==> src/hft_pkg.sv <==
// ----------------------------------------------------------------------------
// hft_pkg
// Shared widths, request and status codes, and the update control group
// for the handle table with embedded free list.
// ----------------------------------------------------------------------------
package hft_pkg;

  localparam int SLOT_COUNT_DEF = 128;
  localparam int HANDLE_W       = 7;
  localparam int WORD_W         = 64;
  localparam int REQ_W          = 2;
  localparam int STAT_W         = 2;

  typedef enum logic [REQ_W-1:0] {
    REQ_ALLOC   = 2'd0,
    REQ_LOOKUP  = 2'd1,
    REQ_RELEASE = 2'd2,
    REQ_SET     = 2'd3
  } req_t;

  typedef enum logic [STAT_W-1:0] {
    ST_OK   = 2'd0,
    ST_FULL = 2'd1,
    ST_BAD  = 2'd2
  } stat_t;

  // table and head updates decided for one item
  typedef struct packed {
    logic wr_en;
    logic wr_in_use;
    logic head_load;
    logic fill_inc;
  } upd_t;

endpackage

==> src/hft_exec.sv <==
// ----------------------------------------------------------------------------
// hft_exec
// Request decision logic: checks the handle or the free list head against
// the slot read for the item, and picks the result and the table updates.
// ----------------------------------------------------------------------------
module hft_exec #(
  parameter int SLOT_COUNT = hft_pkg::SLOT_COUNT_DEF
) (
  input  hft_pkg::req_t                      req,
  input  logic [hft_pkg::HANDLE_W-1:0]       handle,
  input  logic [hft_pkg::WORD_W-1:0]         obj,
  input  logic [hft_pkg::WORD_W:0]           slot_data,
  input  logic [$clog2(SLOT_COUNT+1)-1:0]    head,
  output hft_pkg::upd_t                      upd,
  output logic [$clog2(SLOT_COUNT+1)-1:0]    head_next,
  output logic [hft_pkg::WORD_W-1:0]         wr_word,
  output logic [hft_pkg::HANDLE_W-1:0]       grant,
  output logic [hft_pkg::WORD_W-1:0]         found,
  output hft_pkg::stat_t                     stat
);
  import hft_pkg::*;

  localparam int HW = $clog2(SLOT_COUNT + 1);
  localparam int CW = (HW > HANDLE_W) ? HW : HANDLE_W;

  logic [CW-1:0]     h_ext;
  logic [CW-1:0]     head_ext;
  logic              in_use;
  logic [WORD_W-1:0] word;
  logic              h_live;
  logic              list_empty;
  logic [HW-1:0]     head_link;

  assign h_ext      = CW'(handle);
  assign head_ext   = CW'(head);
  assign in_use     = slot_data[WORD_W];
  assign word       = slot_data[WORD_W-1:0];
  assign h_live     = (handle != '0) && (h_ext < CW'(SLOT_COUNT)) && in_use;
  assign list_empty = (head == '0) || (head >= HW'(SLOT_COUNT));
  // a stray link past the end means the list is empty
  assign head_link  = (word > WORD_W'(SLOT_COUNT)) ? HW'(SLOT_COUNT) : word[HW-1:0];

  always_comb begin
    upd       = '0;
    head_next = head;
    wr_word   = obj;
    grant     = '0;
    found     = '0;
    stat      = ST_OK;
    unique case (req)
      REQ_ALLOC: begin
        if (list_empty) begin
          stat = ST_FULL;
        end else begin
          upd.wr_en     = 1'b1;
          upd.wr_in_use = 1'b1;
          upd.head_load = 1'b1;
          upd.fill_inc  = 1'b1;
          head_next     = head_link;
          grant         = head_ext[HANDLE_W-1:0];
        end
      end
      REQ_LOOKUP: begin
        if (!h_live) begin
          stat = ST_BAD;
        end else begin
          found = word;
        end
      end
      REQ_RELEASE: begin
        if (!h_live) begin
          stat = ST_BAD;
        end else begin
          upd.wr_en     = 1'b1;
          upd.head_load = 1'b1;
          wr_word       = WORD_W'(head);
          head_next     = h_ext[HW-1:0];
        end
      end
      REQ_SET: begin
        if (!h_live) begin
          stat = ST_BAD;
        end else begin
          upd.wr_en     = 1'b1;
          upd.wr_in_use = 1'b1;
        end
      end
      default: begin
        stat = ST_BAD;
      end
    endcase
  end

endmodule

==> config.mk <==
export PLATFORM = sky130hd
export DESIGN_NAME = hft_exec
export DESIGN_NICKNAME = d
export VERILOG_FILES = /design/src/hft_pkg.sv /design/src/hft_exec.sv
export SDC_FILE = /design/constraint.sdc
export NUM_CORES = 1
export LEC_CHECK = 0
export BUFFER_PORTS_ARGS = -buffer_cell sky130_fd_sc_hd__buf_2
export CELL_PAD_IN_SITES_DETAIL_PLACEMENT = 1
export CELL_PAD_IN_SITES_GLOBAL_PLACEMENT = 1
export CORE_MARGIN = 8
export CORE_UTILIZATION = 14
export DETAILED_ROUTE_END_ITERATION = 7
export PLACE_DENSITY = 0.79
export SLEW_MARGIN = 10
export SYNTH_ARGS = -nofsm -noshare
export SYNTH_HDL_FRONTEND = slang
export SYNTH_SLANG_ARGS = --single-unit
==> constraint.sdc <==
create_clock -name vclk -period 2.3
set_input_delay 0.115 -clock vclk [all_inputs]
set_output_delay 0.115 -clock vclk [all_outputs]
set_load 0.02 [all_outputs]
==> results.yml, run 1 <==
timing:
  slew_headroom_pct: 64.9
  worstMarginPinSlew_ps: 521
  maxSlewViolCount: 0
  setup_ws_ps: 108
  final.setup.tns_ps: 0
  period_share_pct: 95.3
  finalSetupViolCount: 0
  min_period_ps: 2190
  rsz0062_at_grt: "false"
  final_hold_viol_count: 0
  clock.fmax_ghz: 0.456
floorplanning:
  core_area_um2: 10700
  dieArea_um2: 14500
  start_util_pct: 14.2
  fp.dieH_um: 120
  die_width_um: 120
  ioPinCount: 295
  fp-row-count: 38
global_route:
  antenna_found_initial: 0
  grt_overflow_total: 0
  grt_pass1_wl_um: 18700
  grt_max_degree: 63
  track_usage_pct: 15.7
  grt_pass1_vias: 3289
clocking:
  cts_setup_buffers: 0
  cts_hold_buf: 0
place:
  postPlaceCellArea_um2: 3140
  pre_cts_ws_ps: -8.03
  io_buffers: 295
  gp_congestion: 0.802
  placedCellCount: 653
  hpwl_um: 11300
critical_path:
  crit_top_cell: "buf_2"
  cpMaxStageDelayCell: "or4_4"
  crit_path_start_kind: "input port"
  max_stage_delay_ps: 540
  path_buf_inv: 3
  critical_path_class: "in2out"
  cp_top_family: "simple AND/OR/NAND/NOR gates"
  path_cells: "buf_2, or4_4, o41a_4, nand2_2, buf_4, and2_1, buf_2"
  cp-end-kind: "output port"
  crit_fanout: 28
  worstPathArrival_ps: 2080
  cp_data_required_time_ps: 2180
yosys:
  synth_nets: 379
  synth_area_um2: 1530
  seq_area_frac_synth_pct: 0
  ys_types: 29
  avgSynthCellArea_um2: 6.67
  yosys_warnings: 0
  syn-instance-count: 229
cells_and_area:
  syn_to_final_growth_pct: 107
  final_area_um2: 3160
  antenna_cells: 0
  seq_cell_count: 0
  final_cell_count_no_fill: 653
  final_nets: 665
  seqCellArea_um2: 0
  clockBufferCount: 0
  drive_above_1_share_pct: 63.0
routing:
  routed_wl_um: 12600
  antenna_left: 0
  first_pass_iters: 6
  routedWlPerCell_um: 19.3
  vias_per_cell: 4.51
  drt_iter0_markers: 114
  drc: 0
  vias: 2948
power:
  leakage_nw: 2.09
  total_power_uw: 652
  p_per_area_nw_per_um2: 206
  ir_drop_mv: 0.0955
min_path:
  hold_end: "wr_word[55]"
  hold_path.class: "in2out"
  holdCritStartpoint: "obj[55]"
  worstHoldPathCells: 3
status:
  status: "complete, no violations"
flow_run:
  cap_violations: 0
==> stage by stage <==
stage	hold WS, ps	util, %
floorplan	413	-
global placement	551	29.3
detailed placement	558	29.3
CTS	558	29.3
global route	565	29.4
finish	553	29.4
==> metal layers <==
layer	share of wire, %	global-route usage, %	up-vias	wire [um]
li1	-	-	1398	-
met1	36	15.6	1356	4520
met2	52	31.4	188	6540
met3	11	5.78	6	1450
met4	0.78	1.25	0	98
met5	0	0	-	0
==> Yosys cell counts (all sizes together) <==
| cell | number | share of area [%] |
|---|---|---|
| a211oi | 1 | 1.3 |
| a21o | 1 | 0.49 |
| a21oi | 4 | 1.3 |
| a221o | 6 | 4.3 |
| a31o | 1 | 0.57 |
| a32o | 1 | 0.66 |
| and2 | 63 | 26 |
| and3 | 68 | 28 |
| buf | 11 | 6.1 |
| clkbuf | 12 | 3.0 |
| ha | 4 | 3.3 |
| inv | 5 | 1.2 |
| mux2 | 8 | 5.9 |
| mux2i | 2 | 1.3 |
| nand2 | 6 | 1.6 |
| nand4 | 3 | 1.2 |
| nor2 | 6 | 1.5 |
| nor2b | 1 | 0.41 |
| nor3 | 2 | 0.66 |
| nor4 | 17 | 7.0 |
| o21ai | 3 | 0.98 |
| o21bai | 1 | 0.74 |
| o41a | 1 | 1.4 |
| or4 | 2 | 1.5 |
==> cell usage in the layout (no fill, tap or decap), drive strengths merged, types with 3 or more instances in the layout <==
cell type | Yosys | layout
a21oi | 4 | 4
mux2 | 8 | 8
o21ai | 3 | 3
nor4 | 17 | 17
a221o | 6 | 6
buf | 11 | 307
and2 | 63 | 63
and3 | 68 | 68
nand2 | 6 | 6
inv | 5 | 5
ha | 4 | 4
nand4 | 3 | 3
nor2 | 6 | 6
==> where the power goes <==
group,total (mW),leakage (nW),switching (mW),internal [mW]
sequential,0,0,0,0
combinational,0.652,2.09,0.385,0.267
clock,0,0,0,0
==> how the worst max path moves through the flow <==
stage                        from           end  slack (ps)  cells after the start
finish                  handle[3]   wr_word[31]         110                      7
global route            handle[3]   wr_word[48]           6                      7
CTS                 slot_data[19]  head_next[5]          20                      8
detailed placement  slot_data[20]  head_next[5]          -8                      8
global placement    slot_data[20]  head_next[5]         -20                      8
floorplan               handle[3]    wr_word[0]         520                      5
==> final cells by class <==
cell class | instances | area [um^2]
fill | 1431 | 7580
timing repair buffer | 307 | 1580
multi-input combinational | 201 | 1390
tap | 140 | 175
inverter | 5 | 18.8
==> what timing repair did <==
item,CTS,global route
hold endpoints to repair,0,0
setup endpoints to repair,1,5
gates resized for setup,1,2
==> cell families after synthesis <==
logic type	count (synthesis)	synth area share (%)
AND/OR/NAND/NOR	168	67.5
multiplexers	10	7.21
AO/OA/AOI/OAI	19	11.7
buffers and inverters	28	10.2
adder cells (fa/ha/maj)	4	3.28
(Power assumes the default switching activity.)
==> run 2: changes to the inputs <==
--- a/config.mk
+++ b/config.mk
@@ -12,6 +12,7 @@
 export CORE_UTILIZATION = 14
 export DETAILED_ROUTE_END_ITERATION = 7
 export PLACE_DENSITY = 0.79
+export RECOVER_POWER = 50
 export SLEW_MARGIN = 10
 export SYNTH_ARGS = -nofsm -noshare
 export SYNTH_HDL_FRONTEND = slang
==> constraint.sdc (replaced) <==
create_clock -name vclk -period 2.3
set_input_delay 0.23 -clock vclk [all_inputs]
set_output_delay 0.23 -clock vclk [all_outputs]
set_load 0.02 [all_outputs]
==> results.yml, run 2 (same netlist as run 1, synthesis figures left out) <==
floorplanning:
  dieArea_um2: 14500
  fp.dieH_um: 120
  fp-row-count: 38
  core_area_um2: 10700
  start_util_pct: 14.2
  die_width_um: 120
  ioPinCount: 295
cells_and_area:
  final_common_cell: "buf_2"
  final_area_um2: 3450
  final_cell_count_no_fill: 663
  clockBufferCount: 0
  final_nets: 675
  seq_cell_count: 0
  syn_to_final_growth_pct: 126
  seqCellArea_um2: 0
  drive_above_1_share_pct: 63.7
  mostFrequentLayoutCells: "buf_2, and3_1, and2_1"
  antenna_cells: 0
  fillCellCount: 1430
critical_path:
  cp_data_required_time_ps: 2070
  critical_path_class: "in2out"
  cp-end-kind: "output port"
  crit_fanout: 5
  crit_path_start_kind: "input port"
  worstPathArrival_ps: 2050
routing:
  drt_iter0_markers: 127
  vias: 2983
  routed_wl_um: 13100
  drc: 0
  routedWlPerCell_um: 19.7
  first_pass_iters: 4
  antenna_left: 0
  vias_per_cell: 4.50
timing:
  finalSetupViolCount: 0
  holdWs_ps: 784
  slew_headroom_pct: 75.3
  worstMarginPinSlew_ps: 370
  final_hold_viol_count: 0
  maxSlewViolCount: 0
  period_share_pct: 98.9
  rsz0062_at_grt: "true"
  min_period_ps: 2280
  clock.fmax_ghz: 0.439
place:
  gp_congestion: 0.804
  postPlaceCellArea_um2: 3230
  placedCellCount: 659
  hpwl_um: 11200
  io_buffers: 295
status:
  status: "complete, no violations"
global_route:
  antenna_found_initial: 0
  grt_max_degree: 65
  track_usage_pct: 15.9
  grt_pass1_vias: 3334
  grt_overflow_total: 0
  grt_pass1_wl_um: 18800
min_path:
  hold_path.class: "in2out"
power:
  leakage_nw: 2.18
  total_power_uw: 711
  p_per_area_nw_per_um2: 206
  ir_drop_mv: 0.0813
clocking:
  cts_hold_buf: 0
flow_run:
  cap_violations: 0
## run 2: metrics by stage
stage	setup TNS [ps]	utilization, %	setup WS (ps)
after global routing	-79.9	32.1	-17.1
after detailed placement	-1830	30.0	-293
after global placement	-1590	30.0	-256
after floorplan	0	-	294
final	0	32.1	24.5
after CTS	0	30.8	3.22
## run 2: cell type report
class / instances / area (um^2) / area share (%)
multi-input combinational: 201 / 1470 / 42.6
timing repair buffer: 317 / 1780 / 51.8
inverter: 5 / 18.8 / 0.544
tap: 140 / 175 / 5.08
## run 2: final timing paths
check / from / end / slack (ps) / cells past startpoint
worst min-delay path: obj[63] / wr_word[63] / 780 / 3
worst max-delay path: handle[3] / wr_word[2] / 20 / 7
## run 2: worst max-delay path: stages
cell	delay (ps)
buf_2	110
or4_4	550
o41a_4	410
nand2_8	120
buf_12	120
mux2_1	320
buf_2	180
## run 2: routing by layer
| layer | up-vias | GRT usage [%] | share of wire (%) |
|---|---|---|---|
| li1 | 1416 | - | - |
| met1 | 1373 | 16.3 | 37 |
| met2 | 186 | 30.6 | 51 |
| met3 | 8 | 5.83 | 11 |
| met4 | 0 | 1.87 | 1.1 |
| met5 | - | 0 | 0 |
## run 2: where the power goes
part	leakage (nW)	switching [mW]	internal (mW)	total, mW
Sequential	0	0	0	0
Clock	0	0	0	0
Combinational	2.18	0.405	0.306	0.711
Total	2.18	0.405	0.306	0.711
## run 2: what timing repair did
item	CTS	global route
pin swaps	3	4
gates resized for setup	17	20
setup buffers	0	2
cloned	0	2
setup endpoints to repair	12	42
